## config.mk

```make
export PLATFORM = sky130hd
export DESIGN_NAME = touch_key_debounce_press_classifier_top_flat
export DESIGN_NICKNAME = d
export VERILOG_FILES = /design/src/sv/tkd_pkg.sv /design/src/sv/tkd_if.sv /design/src/sv/tkd_classifier.sv /design/src/sv/touch_key_debounce_press_classifier_top.sv /design/src/flat_wrapper.sv
export SDC_FILE = /design/constraint.sdc
export NUM_CORES = 1
export LEC_CHECK = 0
export ABC_AREA = 0
export BUFFER_PORTS_ARGS = -buffer_cell sky130_fd_sc_hd__buf_2
export CELL_PAD_IN_SITES_DETAIL_PLACEMENT = 0
export CELL_PAD_IN_SITES_GLOBAL_PLACEMENT = 1
export CORE_MARGIN = 2
export CORE_UTILIZATION = 50
export CTS_BUF_LIST = sky130_fd_sc_hd__clkbuf_16
export DETAILED_ROUTE_END_ITERATION = 12
export HOLD_SLACK_MARGIN = 0.08
export PLACE_DENSITY_LB_ADDON = 0.1
export SYNTH_ARGS = -nofsm -noshare
export SYNTH_HDL_FRONTEND = slang
export SYNTH_SLANG_ARGS = --single-unit
```

## constraint.sdc

```tcl
create_clock -name clock -period 18.6 [get_ports clock]
set_input_delay 1.86 -clock clock [delete_from_list [all_inputs] [get_ports clock]]
set_output_delay 1.86 -clock clock [all_outputs]
set_load 0.02 [all_outputs]
```

## src/sv/tkd_pkg.sv

```systemverilog
// Package for the touch key debouncer and press classifier.
// Holds the time width, event codes, register indexes and shared struct types.
// No dependencies.
package tkd_pkg;

   localparam int TIME_BITS = 32;
   localparam int REG_BITS  = 16;
   localparam int CSR_INDEX_BITS = 2;
   localparam int EVENT_BITS = 3;

   localparam logic [EVENT_BITS-1:0] EV_NONE     = 3'd0;
   localparam logic [EVENT_BITS-1:0] EV_PRESSED  = 3'd1;
   localparam logic [EVENT_BITS-1:0] EV_RELEASED = 3'd2;
   localparam logic [EVENT_BITS-1:0] EV_SHORT    = 3'd3;
   localparam logic [EVENT_BITS-1:0] EV_LONG     = 3'd4;

   localparam logic [CSR_INDEX_BITS-1:0] CSR_DEBOUNCE  = 2'd0;
   localparam logic [CSR_INDEX_BITS-1:0] CSR_SHORT_MIN = 2'd1;
   localparam logic [CSR_INDEX_BITS-1:0] CSR_SHORT_MAX = 2'd2;
   localparam logic [CSR_INDEX_BITS-1:0] CSR_LONG      = 2'd3;

   localparam logic [REG_BITS-1:0] DEBOUNCE_RESET  = 16'd20;
   localparam logic [REG_BITS-1:0] SHORT_MIN_RESET = 16'd20;
   localparam logic [REG_BITS-1:0] SHORT_MAX_RESET = 16'd1000;
   localparam logic [REG_BITS-1:0] LONG_RESET      = 16'd3000;

   localparam logic KIND_SAMPLE = 1'b0;
   localparam logic KIND_READ   = 1'b1;

   typedef struct packed {
      logic [REG_BITS-1:0] debounce_ms;
      logic [REG_BITS-1:0] short_min_ms;
      logic [REG_BITS-1:0] short_max_ms;
      logic [REG_BITS-1:0] long_ms;
   } cfg_type;

   typedef struct packed {
      logic                 kind;
      logic                 pin_level;
      logic [TIME_BITS-1:0] now_ms;
   } item_type;

   typedef struct packed {
      logic [EVENT_BITS-1:0] event_code;
      logic                  pressed;
   } result_type;

endpackage

```

## src/sv/tkd_if.sv

```systemverilog
// Valid/ready channel interfaces for the request and response words.
// Depends on tkd_pkg for the field widths.
interface tkd_req_if;
   logic                          valid;
   logic                          ready;
   logic                          kind;
   logic                          pin_level;
   logic [tkd_pkg::TIME_BITS-1:0] now_ms;

   modport source (output valid, output kind, output pin_level, output now_ms, input ready);
   modport sink (input valid, input kind, input pin_level, input now_ms, output ready);
endinterface

interface tkd_rsp_if;
   logic                           valid;
   logic                           ready;
   logic [tkd_pkg::EVENT_BITS-1:0] event_code;
   logic                           pressed;

   modport source (output valid, output event_code, output pressed, input ready);
   modport sink (input valid, input event_code, input pressed, output ready);
endinterface

```

## src/sv/tkd_classifier.sv

```systemverilog
// Debounce and press classification state, updated on each accepted step.
// Depends on tkd_pkg for types, codes and the time width.
module tkd_classifier (
   input  logic               clock,
   input  logic               reset,
   input  logic               step,
   input  tkd_pkg::item_type  item,
   input  tkd_pkg::cfg_type   cfg,
   output tkd_pkg::result_type result
);

   logic                               raw_level_ff, raw_level_in;
   logic                               stable_level_ff, stable_level_in;
   logic [tkd_pkg::TIME_BITS-1:0]      change_time_ff, change_time_in;
   logic [tkd_pkg::TIME_BITS-1:0]      press_time_ff, press_time_in;
   logic                               long_done_ff, long_done_in;
   logic [tkd_pkg::EVENT_BITS-1:0]     pending_ff, pending_in;

   logic [tkd_pkg::TIME_BITS-1:0] since_change;
   logic [tkd_pkg::TIME_BITS-1:0] duration;
   logic [tkd_pkg::TIME_BITS-1:0] hold;
   logic                          settled;
   logic                          press;
   logic                          release_now;
   logic                          is_short;
   logic                          long_done_mid;
   logic                          long_fire;
   logic [tkd_pkg::EVENT_BITS-1:0] sample_event;

   always_comb begin
      change_time_in = (item.pin_level != raw_level_ff) ? item.now_ms : change_time_ff;
      raw_level_in   = item.pin_level;
      since_change   = item.now_ms - change_time_in;
      settled        = (since_change >= {{(tkd_pkg::TIME_BITS-tkd_pkg::REG_BITS){1'b0}},
                                         cfg.debounce_ms})
                       && (item.pin_level != stable_level_ff);
      press          = settled && !item.pin_level;
      release_now    = settled && item.pin_level;
      stable_level_in = settled ? item.pin_level : stable_level_ff;
      duration       = item.now_ms - press_time_ff;
      is_short       = !long_done_ff
                       && (duration >= {{(tkd_pkg::TIME_BITS-tkd_pkg::REG_BITS){1'b0}},
                                        cfg.short_min_ms})
                       && (duration < {{(tkd_pkg::TIME_BITS-tkd_pkg::REG_BITS){1'b0}},
                                       cfg.short_max_ms});
      press_time_in  = press ? item.now_ms : press_time_ff;
      long_done_mid  = press ? 1'b0 : long_done_ff;
      hold           = press ? '0 : duration;
      long_fire      = !stable_level_in && !long_done_mid
                       && (hold >= {{(tkd_pkg::TIME_BITS-tkd_pkg::REG_BITS){1'b0}},
                                    cfg.long_ms});
      long_done_in   = long_done_mid || long_fire;
      if (long_fire) begin
         sample_event = tkd_pkg::EV_LONG;
      end else if (press) begin
         sample_event = tkd_pkg::EV_PRESSED;
      end else if (release_now) begin
         sample_event = is_short ? tkd_pkg::EV_SHORT : tkd_pkg::EV_RELEASED;
      end else begin
         sample_event = pending_ff;
      end
      pending_in = (item.kind == tkd_pkg::KIND_READ) ? tkd_pkg::EV_NONE : sample_event;

      if (item.kind == tkd_pkg::KIND_READ) begin
         result.event_code = pending_ff;
         result.pressed    = !stable_level_ff;
      end else begin
         result.event_code = tkd_pkg::EV_NONE;
         result.pressed    = !stable_level_in;
      end
   end

   always_ff @(posedge clock) begin
      if (reset) begin
         raw_level_ff    <= 1'b1;
         stable_level_ff <= 1'b1;
         change_time_ff  <= '0;
         press_time_ff   <= '0;
         long_done_ff    <= 1'b0;
         pending_ff      <= tkd_pkg::EV_NONE;
      end else if (step) begin
         pending_ff <= pending_in;
         if (item.kind == tkd_pkg::KIND_SAMPLE) begin
            raw_level_ff    <= raw_level_in;
            stable_level_ff <= stable_level_in;
            change_time_ff  <= change_time_in;
            press_time_ff   <= press_time_in;
            long_done_ff    <= long_done_in;
         end
      end
   end

endmodule

```

## src/sv/touch_key_debounce_press_classifier_top.sv

```systemverilog
// Top level of the touch key debouncer and press classifier.
// A request word passes through the input register, then the result register.
// Throughput: one word per cycle while rsp_ch is ready, set by this register pair.
// A full result register does not block the input register while it is empty.
// Reset is synchronous and active high; it restores the register defaults and
// clears the key state, the pending event and both valid flags.
module touch_key_debounce_press_classifier_top (
   input  logic                               clock,
   input  logic                               reset,
   tkd_req_if.sink                            req_ch,
   tkd_rsp_if.source                          rsp_ch,
   input  logic                               csr_wr_en,
   input  logic [tkd_pkg::CSR_INDEX_BITS-1:0] csr_index,
   input  logic [tkd_pkg::REG_BITS-1:0]       csr_wr_data
);

   tkd_pkg::cfg_type    cfg_ff;
   tkd_pkg::item_type   item_ff;
   tkd_pkg::result_type result_ff;
   tkd_pkg::result_type result;
   logic                item_valid_ff;
   logic                result_valid_ff;
   logic                result_en;
   logic                item_en;

   assign result_en = !result_valid_ff || rsp_ch.ready;
   assign item_en   = !item_valid_ff || result_en;

   assign req_ch.ready      = item_en;
   assign rsp_ch.valid      = result_valid_ff;
   assign rsp_ch.event_code = result_ff.event_code;
   assign rsp_ch.pressed    = result_ff.pressed;

   always_ff @(posedge clock) begin
      if (reset) begin
         cfg_ff.debounce_ms  <= tkd_pkg::DEBOUNCE_RESET;
         cfg_ff.short_min_ms <= tkd_pkg::SHORT_MIN_RESET;
         cfg_ff.short_max_ms <= tkd_pkg::SHORT_MAX_RESET;
         cfg_ff.long_ms      <= tkd_pkg::LONG_RESET;
      end else if (csr_wr_en) begin
         case (csr_index)
            tkd_pkg::CSR_DEBOUNCE:  cfg_ff.debounce_ms  <= csr_wr_data;
            tkd_pkg::CSR_SHORT_MIN: cfg_ff.short_min_ms <= csr_wr_data;
            tkd_pkg::CSR_SHORT_MAX: cfg_ff.short_max_ms <= csr_wr_data;
            tkd_pkg::CSR_LONG:      cfg_ff.long_ms      <= csr_wr_data;
            default: ;
         endcase
      end
   end

   always_ff @(posedge clock) begin
      if (reset) begin
         item_valid_ff   <= 1'b0;
         result_valid_ff <= 1'b0;
      end else begin
         if (item_en) begin
            item_valid_ff <= req_ch.valid;
         end
         if (result_en) begin
            result_valid_ff <= item_valid_ff;
         end
      end
   end

   always_ff @(posedge clock) begin
      if (item_en && req_ch.valid) begin
         item_ff.kind      <= req_ch.kind;
         item_ff.pin_level <= req_ch.pin_level;
         item_ff.now_ms    <= req_ch.now_ms;
      end
      if (result_en && item_valid_ff) begin
         result_ff <= result;
      end
   end

   tkd_classifier u_classifier (
      .clock  (clock),
      .reset  (reset),
      .step   (item_valid_ff && result_en),
      .item   (item_ff),
      .cfg    (cfg_ff),
      .result (result)
   );

endmodule

```

## src/flat_wrapper.sv

```systemverilog
// flat-port wrapper written by rule: the top's interface ports become plain ports
module touch_key_debounce_press_classifier_top_flat 
  (clock, reset, csr_wr_en, csr_index, csr_wr_data, req_ch_valid, req_ch_kind, req_ch_pin_level, req_ch_now_ms, req_ch_ready, rsp_ch_valid, rsp_ch_event_code, rsp_ch_pressed, rsp_ch_ready);
  tkd_req_if req_ch_i ();
  tkd_rsp_if rsp_ch_i ();
  input  logic clock;
  input  logic reset;
  input  logic csr_wr_en;
  input  logic [tkd_pkg::CSR_INDEX_BITS-1:0] csr_index;
  input  logic [tkd_pkg::REG_BITS-1:0] csr_wr_data;
  input wire logic [$bits(req_ch_i.valid)-1:0] req_ch_valid;
  input wire logic [$bits(req_ch_i.kind)-1:0] req_ch_kind;
  input wire logic [$bits(req_ch_i.pin_level)-1:0] req_ch_pin_level;
  input wire logic [$bits(req_ch_i.now_ms)-1:0] req_ch_now_ms;
  output wire logic [$bits(req_ch_i.ready)-1:0] req_ch_ready;
  output wire logic [$bits(rsp_ch_i.valid)-1:0] rsp_ch_valid;
  output wire logic [$bits(rsp_ch_i.event_code)-1:0] rsp_ch_event_code;
  output wire logic [$bits(rsp_ch_i.pressed)-1:0] rsp_ch_pressed;
  input wire logic [$bits(rsp_ch_i.ready)-1:0] rsp_ch_ready;
  assign req_ch_i.valid = req_ch_valid;
  assign req_ch_i.kind = req_ch_kind;
  assign req_ch_i.pin_level = req_ch_pin_level;
  assign req_ch_i.now_ms = req_ch_now_ms;
  assign req_ch_ready = req_ch_i.ready;
  assign rsp_ch_valid = rsp_ch_i.valid;
  assign rsp_ch_event_code = rsp_ch_i.event_code;
  assign rsp_ch_pressed = rsp_ch_i.pressed;
  assign rsp_ch_i.ready = rsp_ch_ready;
  touch_key_debounce_press_classifier_top u_core (.clock(clock), .reset(reset), .req_ch(req_ch_i), .rsp_ch(rsp_ch_i), .csr_wr_en(csr_wr_en), .csr_index(csr_index), .csr_wr_data(csr_wr_data));
endmodule
```

## After elaboration in Yosys (flattened, before gate mapping)

Cells that the tools add are included.

- Bits in registers: 174
- Latch bits: 0
- Bits in writable memories: 0
- Bits in read-only memories: 0
- Bits of input ports: 57
- Output and inout port bits: 6
- Logic and storage cells: 67
- Memories: 0

- $add $sub $neg: 2
- Multipliers: 0
- Divide/modulo/power cells: 0
- Order comparisons: 4
- Eq/ne operators: 5
- Shift operators: 0
- Multiplexer cells: 10
- Bitwise gates (word level): 1
- Reduce and logical (&&, ||, !) cells: 28

Operators by type and width:

| operator | number |
|---|---|
| greater-or-equal comparator 32 x 16 -> 1 bit | 3 |
| two-way mux 32 bit | 2 |
| subtractor 32 bit | 2 |
| less-than comparator 32 x 16 -> 1 bit | 1 |
| two-way mux 3 bit | 4 |
| AND reduction 2 bit | 6 |
| logical AND 1 bit | 9 |
| logical NOT 1 bit | 7 |
| == test 2 bit (second input constant) | 2 |
| two-way mux 1 bit | 4 |
| nonzero test 4 bit | 1 |
| logical OR 1 bit | 3 |
| AND reduction 3 bit | 1 |
| == test 2 x 1 -> 1 bit (second input constant) | 1 |
| logical NOT 2 bit | 1 |
| inequality test 1 bit | 2 |
| NOT 1 bit | 1 |

## Logic depth before layout (Yosys ltp)

Gate-level depths: netlist of run 1.

- Depth in word-level cells: 12
- Mapped depth: 44
- Mapped depth without buffers: 39

## Hierarchy

Synthesis of run 1 repeated with hierarchy kept, for this count alone.

- Cell total of the unflattened synthesis: 1473
- Area, all modules: 12534.5 sq um

By module, submodules not included:

| module | times used | cells an instance | area each (sq um) | seq. area each (sq um) |
|---|---|---|---|---|
| tkd_classifier | 1 | 1184 | 8733.4 | 1401.3 |
| touch_key_debounce_press_classifier_top | 1 | 289 | 3801.1 | 2462.4 |

## Least setup slack after synthesis of run 1

OpenSTA, ideal clock, no wires.

- Path type: reg-to-reg
- From: reg u_core.item_ff[32] in the netlist's numbering
- To: reg u_core.u_classifier.pending_ff[0] in the netlist's numbering
- Setup time: 0.112 ns
- Arrival: 7.952 ns
- Data required time: 18.488 ns
- Setup slack: 10.536 ns
- Cell stages (with the launch flop): 42
- Path buffers: 5
- Period minus slack after synthesis: 8.064 ns
- Cell sequence: edfxtp_1 > buf_2 > xnor2_2 > buf_2 > buf_2 > buf_1 > o21ai_0 > ha_1 > nor2b_1 > a221o_1 > a211oi_4 > a21oi_1 > nor2_1 > a21oi_1 > a21boi_0 > o221ai_1 > xnor2_1 > ha_1 > [... 6 more ...] > nand4_1 > nor4_4 > nor2_1 > clkbuf_1 > or2_2 > ha_1 > nand2b_1 > a21o_1 > a21o_1 > a21o_1 > a21o_1 > a211oi_1 > o21bai_1 > a21oi_1 > o21ai_0 > a31o_2 > a21o_1 > a2111oi_1

- Word-level cells in the longest chain between the ends: 12
- Elaborated cells on any way between the ends: 22
- Classes of those cells: add/sub (1); order compare (2); eq/ne (2); mux (7); reduce/logical (10)

Ends and longest elaborated chain:

| element | line | RTL |
|---|---|---|
| start, declared | touch_key_debounce_press_classifier_top.sv:18 | `tkd_pkg::item_type item_ff;` |
| inequality test 1 bit * | tkd_classifier.sv:31 | `change_time_in = (item.pin_level != raw_level_ff) ? item.now_ms : change_time_ff;` |
| two-way mux 32 bit * | tkd_classifier.sv:31 |  |
| net u_core.u_classifier.change_time_in (one bit) | tkd_classifier.sv:14 | `logic [tkd_pkg::TIME_BITS-1:0] change_time_ff, change_time_in;` |
| subtractor 32 bit * | tkd_classifier.sv:33 | `since_change = item.now_ms - change_time_in;` |
| greater-or-equal comparator 32 x 16 -> 1 bit * | tkd_classifier.sv:34 | `settled = (since_change >= {{(tkd_pkg::TIME_BITS-tkd_pkg::REG_BITS){1'b0}},` |
| logical AND 1 bit * | tkd_classifier.sv:36 | `&& (item.pin_level != stable_level_ff);` |
| branches (longest 7 deep; another with greater-or-equal comparator 32 x 16 -> 1 bit) | n/a |  |
| end signal, assigned | tkd_classifier.sv:80 | `pending_ff <= tkd_pkg::EV_NONE;` |
| end signal, assigned | tkd_classifier.sv:82 | `pending_ff <= pending_in;` |
| end, declared | tkd_classifier.sv:17 | `logic [tkd_pkg::EVENT_BITS-1:0] pending_ff, pending_in;` |

Mark *: on every way through the listed nets, which the timed path passes.
A chain may end at the register's enable or synchronous reset.

## Final worst setup path of run 1

- From: reg u_core.item_ff[32] in the netlist's numbering
- To: reg u_core.u_classifier.pending_ff[0] in the netlist's numbering

- Word-level cells in the longest chain between the ends: 12
- Elaborated cells on any way between the ends: 22
- Classes of those cells: add/sub (1); order compare (2); eq/ne (2); mux (7); reduce/logical (10)

Ends and longest elaborated chain:

| element |
|---|
| branches (longest 12 deep; another with subtractor 32 bit) |

Several ways; the timed one is not identified.

==> out/qor.csv, run 1 <==
stage;metric;value;unit
outcome;run_status;completed;
worst_setup_path;timing.critical_path.from_type;register;
global_routing;met3_usage;3.88;%
floorplan;core;0.0236;mm²
layout;syn_to_final_growth;9.33;%
power_and_ir_drop;worst_ir_drop_vdd;0.0000548;V
logic_synthesis;synth_top_cells_by_count;sky130_fd_sc_hd__nand2_1, sky130_fd_sc_hd__a21oi_1, sky130_fd_sc_hd__dfxtp_1;
clocking;cts.root.buffer_cell;sky130_fd_sc_hd__clkbuf_16;
drt;drc_errors;0;
worst_setup_path;timing.critical_path.fanout_max;40;
layout;insertedDiodeCount;0;
sta;worst-slew-pin-transition;1.06;ns
floorplan;chipHeight;160;µm
logic_synthesis;async_reset_ff_share;0;%
drt;dr_total_vias;10600;
floorplan;floorplan.die.width;160;µm
layout;finalNetCount;1693;
floorplan;die-area;0.0254;mm²
logic_synthesis;synth.yosys.warnings;0;
drt;detail_route.wirelength;33.8;mm
worst_setup_path;worst_path_max_delay_cell;sky130_fd_sc_hd__nor4_4;
power_and_ir_drop;power_density;81.1;mW/mm²
global_routing;first_global_vias;10000;
layout;final_layout_size_suffix_gt1_share;8.74;%
global_routing;combined_global_route_utilization_of_all_metal_layers;26.7;%
place;globalplace.congestion;0.900;
drt;detail_route.first_pass.iterations;5;
logic_synthesis;synthesis.area;0.0121;mm²
sta;max_slew_margin;29.1;%
sta;setup_total_negative_slack;0;ns
worst_setup_path;slowest_stage_delay_on_critical_path;0.62;ns
place;dpl.hpwl;25.9;mm
logic_synthesis;netlist.top_cell.by_area;sky130_fd_sc_hd__dfxtp_1;
clocking;cts-resized-gates;0;
floorplan;num_ports;63;
job;max-cap-violations;0;
drt;route.antenna.remaining_nets;0;
logic_synthesis;synth.yosys.seq_area_share;32.0;%
logic_synthesis;ys_types;85;
global_routing;groute.layer.met2.usage;40.0;%
global_routing;gr-max-usage-layer;met2;
global_routing;first_pass_grt_wire_length;54.2;mm
clocking;post_cts_hold_buffer_count;0;
sta;final_period_minus_worst_setup_slack;8.56;ns
logic_synthesis;yosysMostFrequentCell;sky130_fd_sc_hd__nand2_1;
clocking;clk_transition_reported_paths;0.08;ns
sta;setup-violations-final;0;
drt;route.detailed.wl_per_inst;18.2;µm
place;port_buffers;62;
clocking;numClockSinks;174;
floorplan;floorplan.initialDensity;51.2;%
power_and_ir_drop;cellLeakagePower;5.14;nW
worst_setup_path;cp_data_required_time;18.93;ns
worst_setup_path;timing_worst_setup_path_type;register to register;
logic_synthesis;postSynthRegisterBits;174;
clocking;post-cts-setup-buffers;0;
logic_synthesis;synth_enable_flop_cells;38;
floorplan;num_rows;56;
logic_synthesis;postSynthNetCount;1671;
sta;rsz0062_at_grt;no;
sta;skew;0.0207;ns
global_routing;gr_layer_usage_met1;39.6;%
logic_synthesis;postSynthCellCount;1498;
global_routing;pin_count_of_the_biggest_net_entering_global_routing;72;
worst_setup_path;cp_data_arrival_time;8.89;ns
drt;detail_route.vias_per_cell;5.74;
global_routing;gr-total-overflow;0;
sta;report.final.slew_viol_count;0;
layout;layout.core_utilization;56.0;%
drt;detail_route.iter0.violations;762;
logic_synthesis;top_area_cells_in_the_synthesized_netlist;sky130_fd_sc_hd__dfxtp_1, sky130_fd_sc_hd__ha_1, sky130_fd_sc_hd__edfxtp_1;
logic_synthesis;synth.top_cell.area_share;22.5;%
worst_setup_path;worstSetupEndpointType;register;
global_routing;antenna_found_initial;0;
sta;report.final.hold_viol_count;0;
clocking;clockBufferDepth;2;
clocking;worstSkewPairLatency;0.44;ns
clocking;cts-buffers-inserted;17;
min_path;hold_path_class;register to register;
sta;fin_crit_sh;46.0;%
clocking;tritoncts;yes;
logic_synthesis;dominantRegCellSynth;sky130_fd_sc_hd__dfxtp_1;
worst_setup_path;crit_path_frequent_cell;sky130_fd_sc_hd__a21o_1;
clocking;cts-htree-levels;4;
sta;timing.fmax;0.117;GHz
logic_synthesis;synthesis.area_per_instance;8.07;µm²
## worst paths after layout
path                            depth (start not counted)                                   start                                     end  slack, ns
worst max register to register                         34                      u_core.item_ff[32]       u_core.u_classifier.pending_ff[0]      10.04
worst min-delay path                                    2  u_core.u_classifier.change_time_ff[17]  u_core.u_classifier.change_time_ff[17]       0.46
worst max-delay path                                   34                      u_core.item_ff[32]       u_core.u_classifier.pending_ff[0]      10.04
worst min register to register                          2  u_core.u_classifier.change_time_ff[17]  u_core.u_classifier.change_time_ff[17]       0.46
## per-stage QoR
| step | cells | total power (W) | hold slack (ns) | setup slack, ns | instance area [µm²] |
|---|---|---|---|---|---|
| floorplan | 1498 | 0.000629 | 0.434 | 10.54 | 12100 |
| global placement | 1820 | 0.000705 | 0.442 | 10.46 | 12600 |
| detailed placement | 1820 | 0.000707 | 0.446 | 10.20 | 12600 |
| CTS | 1852 | 0.00108 | 0.456 | 10.16 | 13200 |
| global route | 1852 | 0.00113 | 0.473 | 9.53 | 13200 |
| finish | 1852 | 0.00107 | 0.456 | 10.04 | 13200 |
## cell usage in the layout, fill, tap and decap left out, types with 30 or more instances in the layout
cell	instances
sky130_fd_sc_hd__edfxtp_1	38
sky130_fd_sc_hd__nor2b_1	30
sky130_fd_sc_hd__nor2_1	96
sky130_fd_sc_hd__ha_1	115
sky130_fd_sc_hd__a21oi_1	163
sky130_fd_sc_hd__dfxtp_1	136
sky130_fd_sc_hd__inv_1	116
sky130_fd_sc_hd__nand2_1	235
sky130_fd_sc_hd__buf_2	61
sky130_fd_sc_hd__o21ai_0	60
sky130_fd_sc_hd__mux2i_1	56
sky130_fd_sc_hd__xnor2_1	31
## sequential cells by signal, indices dropped and copies added (netlist names)
signal and cells:
u_core.rsp_ch.pressed 1, u_core.u_classifier.stable_level_ff 1, u_core.rsp_ch.valid 1, u_core.u_classifier.pending_ff 3, u_core.item_ff 34, u_core.item_valid_ff 1
u_core.u_classifier.raw_level_ff 1, u_core.u_classifier.long_done_ff 1, u_core.u_classifier.press_time_ff 32, u_core.u_classifier.change_time_ff 32, u_core.rsp_ch.event_code 3, u_core.cfg_ff 64
## cell type report
cell class | count | area, µm²
Clock buffer | 19 | 475
Tap cell | 319 | 399
Timing Repair Buffer | 69 | 365
Sequential cell | 174 | 3860
Inverter | 116 | 435
Fill cell | 2275 | 10400
Clock inverter | 13 | 136
Multi-Input combinational cell | 1142 | 7540
## kinds of logic after synthesis
kind of cell	after synthesis	share of synthesized area (%)
DFF	174	32.0
adders and majority gates	118	12.2
buffers and inverters	182	5.86
xor gates and xnor gates	57	4.25
muxes	58	4.82
AOI/OAI and AO/OA	410	21.8
and+or+nand+nor	499	19.1
## report_power, final
part	switching (W)	internal [W]
registers	0.0000152	0.000401
clock network	0.000174	0.000194
logic	0.000175	0.000113
## per-layer routing
layer | part of all wire (%) | wire [µm]
met5 | 0 | 0
met4 | 2.0 | 678
met3 | 4.0 | 1360
met2 | 43 | 14500
met1 | 51 | 17200
## worst max-delay path, delay by kind of cell (launching register included)
kind                     cells  cell delay (ns)
adder cells (fa/ha/maj)      3             0.92
multiplexers                 1             0.25
AO/OA/AOI/OAI               19             4.02
XOR/XNOR                     2             0.36
buffers and inverters        2             0.68
flip-flops                   1             0.57
AND/OR/NAND/NOR              7             1.64
Power figures use the tool's default switching activity.
==> run 2, diff against run 1 <==
--- a/config.mk
+++ b/config.mk
@@ -5,12 +5,12 @@
 export SDC_FILE = /design/constraint.sdc
 export NUM_CORES = 1
 export LEC_CHECK = 0
-export ABC_AREA = 0
+export ABC_AREA = 1
 export BUFFER_PORTS_ARGS = -buffer_cell sky130_fd_sc_hd__buf_2
 export CELL_PAD_IN_SITES_DETAIL_PLACEMENT = 0
 export CELL_PAD_IN_SITES_GLOBAL_PLACEMENT = 1
 export CORE_MARGIN = 2
-export CORE_UTILIZATION = 50
+export CORE_UTILIZATION = 42
 export CTS_BUF_LIST = sky130_fd_sc_hd__clkbuf_16
 export DETAILED_ROUTE_END_ITERATION = 12
 export HOLD_SLACK_MARGIN = 0.08
==> constraint.sdc (replaced) <==
create_clock -name clock -period 7.6 [get_ports clock]
set_input_delay 0.76 -clock clock [delete_from_list [all_inputs] [get_ports clock]]
set_output_delay 0.76 -clock clock [all_outputs]
set_load 0.02 [all_outputs]
==> run 2 against run 1 <==
Synthesized area increased by 3.7%. Critical endpoint unchanged. Largest cell class unchanged. Final cell count is 18% higher. Critical path type unchanged. Worst hold slack improved by 0.0039 ns. Setup slack worse by 8.9 ns. Register-to-register slack got worse by 8.9 ns.
==> out/qor.csv, run 2 <==
stage;metric;value;unit
outcome;run_status;completed;
drt;route.antenna.remaining_nets;0;
sta;final_period_minus_worst_setup_slack;6.48;ns
sta;worst-slew-pin-transition;0.941;ns
sta;report.final.hold_viol_count;0;
sta;fin_crit_sh;85.3;%
worst_setup_path;regToRegStartpoint;u_core.item_ff[32];
clocking;post_cts_hold_buffer_count;0;
layout;most-common-layout-cells;sky130_fd_sc_hd__nand2_1, sky130_fd_sc_hd__inv_1, sky130_fd_sc_hd__a21oi_1;
clocking;worstSkewPairLatency;0.44;ns
clocking;cts-buffers-inserted;17;
drt;detail_route.iter0.violations;707;
logic_synthesis;netlist.top_cell.by_area;sky130_fd_sc_hd__dfxtp_1;
logic_synthesis;top_area_cells_in_the_synthesized_netlist;sky130_fd_sc_hd__dfxtp_1, sky130_fd_sc_hd__ha_1, sky130_fd_sc_hd__edfxtp_1;
sta;rsz0062_at_grt;no;
floorplan;die-area;0.0313;mm²
global_routing;first_pass_grt_wire_length;59.4;mm
drt;detail_route.vias_per_cell;5.14;
sta;setup-violations-final;0;
floorplan;num_ports;63;
power_and_ir_drop;cellLeakagePower;6.32;nW
place;detailedPlace.worstSlack;1.10;ns
global_routing;antenna_found_initial;2;
worst_setup_path;timing.critical_path.fanout_max;19;
logic_synthesis;dominantRegCellSynth;sky130_fd_sc_hd__dfxtp_1;
worst_setup_path;crit_path_frequent_cell;sky130_fd_sc_hd__nand2_1;
layout;finalNetCount;1954;
logic_synthesis;yosysMostFrequentCell;sky130_fd_sc_hd__nand2_1;
global_routing;first_global_vias;10700;
worst_setup_path;timing_worst_setup_path_type;register to register;
clocking;cts.root.buffer_cell;sky130_fd_sc_hd__clkbuf_16;
logic_synthesis;synth.yosys.seq_area_share;30.8;%
place;globalplace.congestion;0.927;
worst_setup_path;slowest_stage_delay_on_critical_path;0.63;ns
drt;detail_route.wirelength;37.4;mm
clocking;clk_transition_reported_paths;0.07;ns
global_routing;pin_count_of_the_biggest_net_entering_global_routing;64;
sta;skew;0.0119;ns
floorplan;num_rows;63;
layout;final_layout_size_suffix_gt1_share;12.6;%
logic_synthesis;synth.top_cell.area_share;21.7;%
sta;timing.fmax;0.154;GHz
logic_synthesis;postSynthCellCount;1736;
worst_setup_path;cp-endpoint;u_core.u_classifier.pending_ff[0];
drt;drc_errors;0;
logic_synthesis;synth.yosys.warnings;0;
logic_synthesis;synth_enable_flop_cells;38;
global_routing;gr-total-overflow;0;
worst_setup_path;cp_data_required_time;7.94;ns
worst_setup_path;reg2reg_slack;1.12;ns
logic_synthesis;async_reset_ff_share;0;%
clocking;clockBufferDepth;2;
worst_setup_path;worst-r2r-cell-count;45;
clocking;cts-htree-levels;4;
sta;report.final.slew_viol_count;0;
floorplan;chipHeight;177;µm
sta;max_slew_margin;37.0;%
drt;detail_route.first_pass.iterations;6;
worst_setup_path;worstSetupEndpointType;register;
worst_setup_path;timing.critical_path.from_type;register;
logic_synthesis;synthesis.area_per_instance;7.23;µm²
logic_synthesis;postSynthNetCount;1909;
worst_setup_path;r2r_end;u_core.u_classifier.pending_ff[0];
layout;biggestRegsByFlops;u_core.cfg_ff x64, u_core.item_ff x34;
logic_synthesis;postSynthRegisterBits;174;
layout;top_register;u_core.cfg_ff;
floorplan;floorplan.initialDensity;42.4;%
power_and_ir_drop;worst_ir_drop_vdd;0.000143;V
sta;finalWorstSetupSlack;1.12;ns
sta;setup_total_negative_slack;0;ns
clocking;cts-resized-gates;0;
layout;num-fill-cells;3083;
clocking;post-cts-setup-buffers;0;
min_path;hold_path_class;register to register;
floorplan;core;0.0296;mm²
job;max-cap-violations;0;
logic_synthesis;synth_top_cells_by_count;sky130_fd_sc_hd__nand2_1, sky130_fd_sc_hd__inv_1, sky130_fd_sc_hd__a21oi_1;
drt;route.detailed.wl_per_inst;17.1;µm
place;port_buffers;62;
layout;largest_register_ffs;64;
clocking;tritoncts;yes;
floorplan;floorplan.die.width;177;µm
drt;dr_total_vias;11200;
global_routing;combined_global_route_utilization_of_all_metal_layers;24.7;%
power_and_ir_drop;power_density;200;mW/mm²
layout;most_common_cell_after_layout_fill_and_taps_aside;sky130_fd_sc_hd__nand2_1;
logic_synthesis;ys_types;47;
clocking;numClockSinks;174;
worst_setup_path;worst_path_max_delay_cell;sky130_fd_sc_hd__nand2_1;
worst_setup_path;cp_data_arrival_time;6.83;ns
layout;syn_to_final_growth;9.51;%
worst_setup_path;setup.worst_path.start;u_core.item_ff[32];
logic_synthesis;synthesis.area;0.0125;mm²
place;dpl.hpwl;30.0;mm
## run 2: changes by cell type in the layout (fill, tap and decap cells not counted), moves of 30 or more
cell,change
sky130_fd_sc_hd__nand2_2,+33
sky130_fd_sc_hd__inv_1,+158
sky130_fd_sc_hd__nand2_1,+67
sky130_fd_sc_hd__nand3_1,+30
sky130_fd_sc_hd__nor2b_1,-30
sky130_fd_sc_hd__nor2_1,+31
sky130_fd_sc_hd__mux2i_1,-37
sky130_fd_sc_hd__o21ai_1,+31
sky130_fd_sc_hd__o21ai_0,+61
## run 2: power breakdown
part | total, W | internal (W) | switching, W
Combinational | 0.000855 | 0.000297 | 0.000558
Sequential | 0.00103 | 0.000991 | 0.0000339
Clock | 0.000860 | 0.000431 | 0.000429
## run 2: metal layers
layer / share of wire [%] / vias up / track usage [%]
met3: 3.9 / 46 / 3.24
met1: 47 / 5120 / 32.8
met5: 0.032 / - / 0
li1: - / 5835 / -
met4: 2.3 / 2 / 7.23
met2: 47 / 232 / 41.9
## run 2: final cells by class
class / count / area [µm²] / share of cell area, %
Multi-Input combinational cell: 1220 / 7340 / 53.4
Sequential cell: 174 / 3860 / 28.1
Inverter: 300 / 1130 / 8.20
Tap cell: 390 / 488 / 3.55
Clock buffer: 17 / 425 / 3.10
Timing Repair Buffer: 68 / 355 / 2.59
Clock inverter: 15 / 138 / 1.00
Antenna cell: 1 / 2.50 / 0.0182
## run 2: worst max-delay path, delay by kind of cell (launching register included)
family | cells | cell delay (ns)
AOI/OAI and AO/OA | 10 | 1.27
adders and majority gates | 3 | 0.91
and+or+nand+nor | 22 | 2.74
muxes | 1 | 0.22
buffers and inverters | 8 | 0.59
xor gates and xnor gates | 1 | 0.15
DFF | 1 | 0.50
## run 2: how the worst min path moves through the flow
| stage | start | endpoint | slack, ns | cells after the start |
|---|---|---|---|---|
| 5_1_grt | req_ch_now_ms[27] | u_core.item_ff[27] | 0.47 | 1 |
| 3_3_place_gp | u_core.u_classifier.press_time_ff[3] | u_core.u_classifier.press_time_ff[3] | 0.45 | 2 |
| 2_1_floorplan | u_core.cfg_ff[10] | u_core.cfg_ff[10] | 0.44 | 2 |
| 4_1_cts | u_core.u_classifier.press_time_ff[3] | u_core.u_classifier.press_time_ff[3] | 0.46 | 2 |
| 3_5_place_dp | u_core.u_classifier.press_time_ff[18] | u_core.u_classifier.press_time_ff[18] | 0.45 | 2 |
| 6_report | u_core.u_classifier.press_time_ff[8] | u_core.u_classifier.press_time_ff[8] | 0.46 | 2 |
## run 2: kinds of logic after synthesis
kind of cell             Yosys count  synth area share [%]
AND/OR/NAND/NOR                  631                  24.5
buffers and inverters            342                  10.8
XOR/XNOR                          38                  2.65
multiplexers                      19                  1.52
adder cells (fa/ha/maj)          116                  11.6
flip-flops                       174                  30.8
AO/OA/AOI/OAI                    416                  18.2
## run 2: metrics by stage
stage | cell area, µm² | util [%] | power (W) | hold WS (ns) | std cells
floorplan | 12500 | - | 0.00167 | 0.435 | 1736
global placement | 13200 | 44.6 | 0.00189 | 0.447 | 2152
detailed placement | 13200 | 44.6 | 0.00190 | 0.453 | 2152
CTS | 13700 | 46.5 | 0.00276 | 0.465 | 2184
global route | 13700 | 46.5 | 0.00292 | 0.471 | 2184
finish | 13700 | 46.5 | 0.00274 | 0.460 | 2185
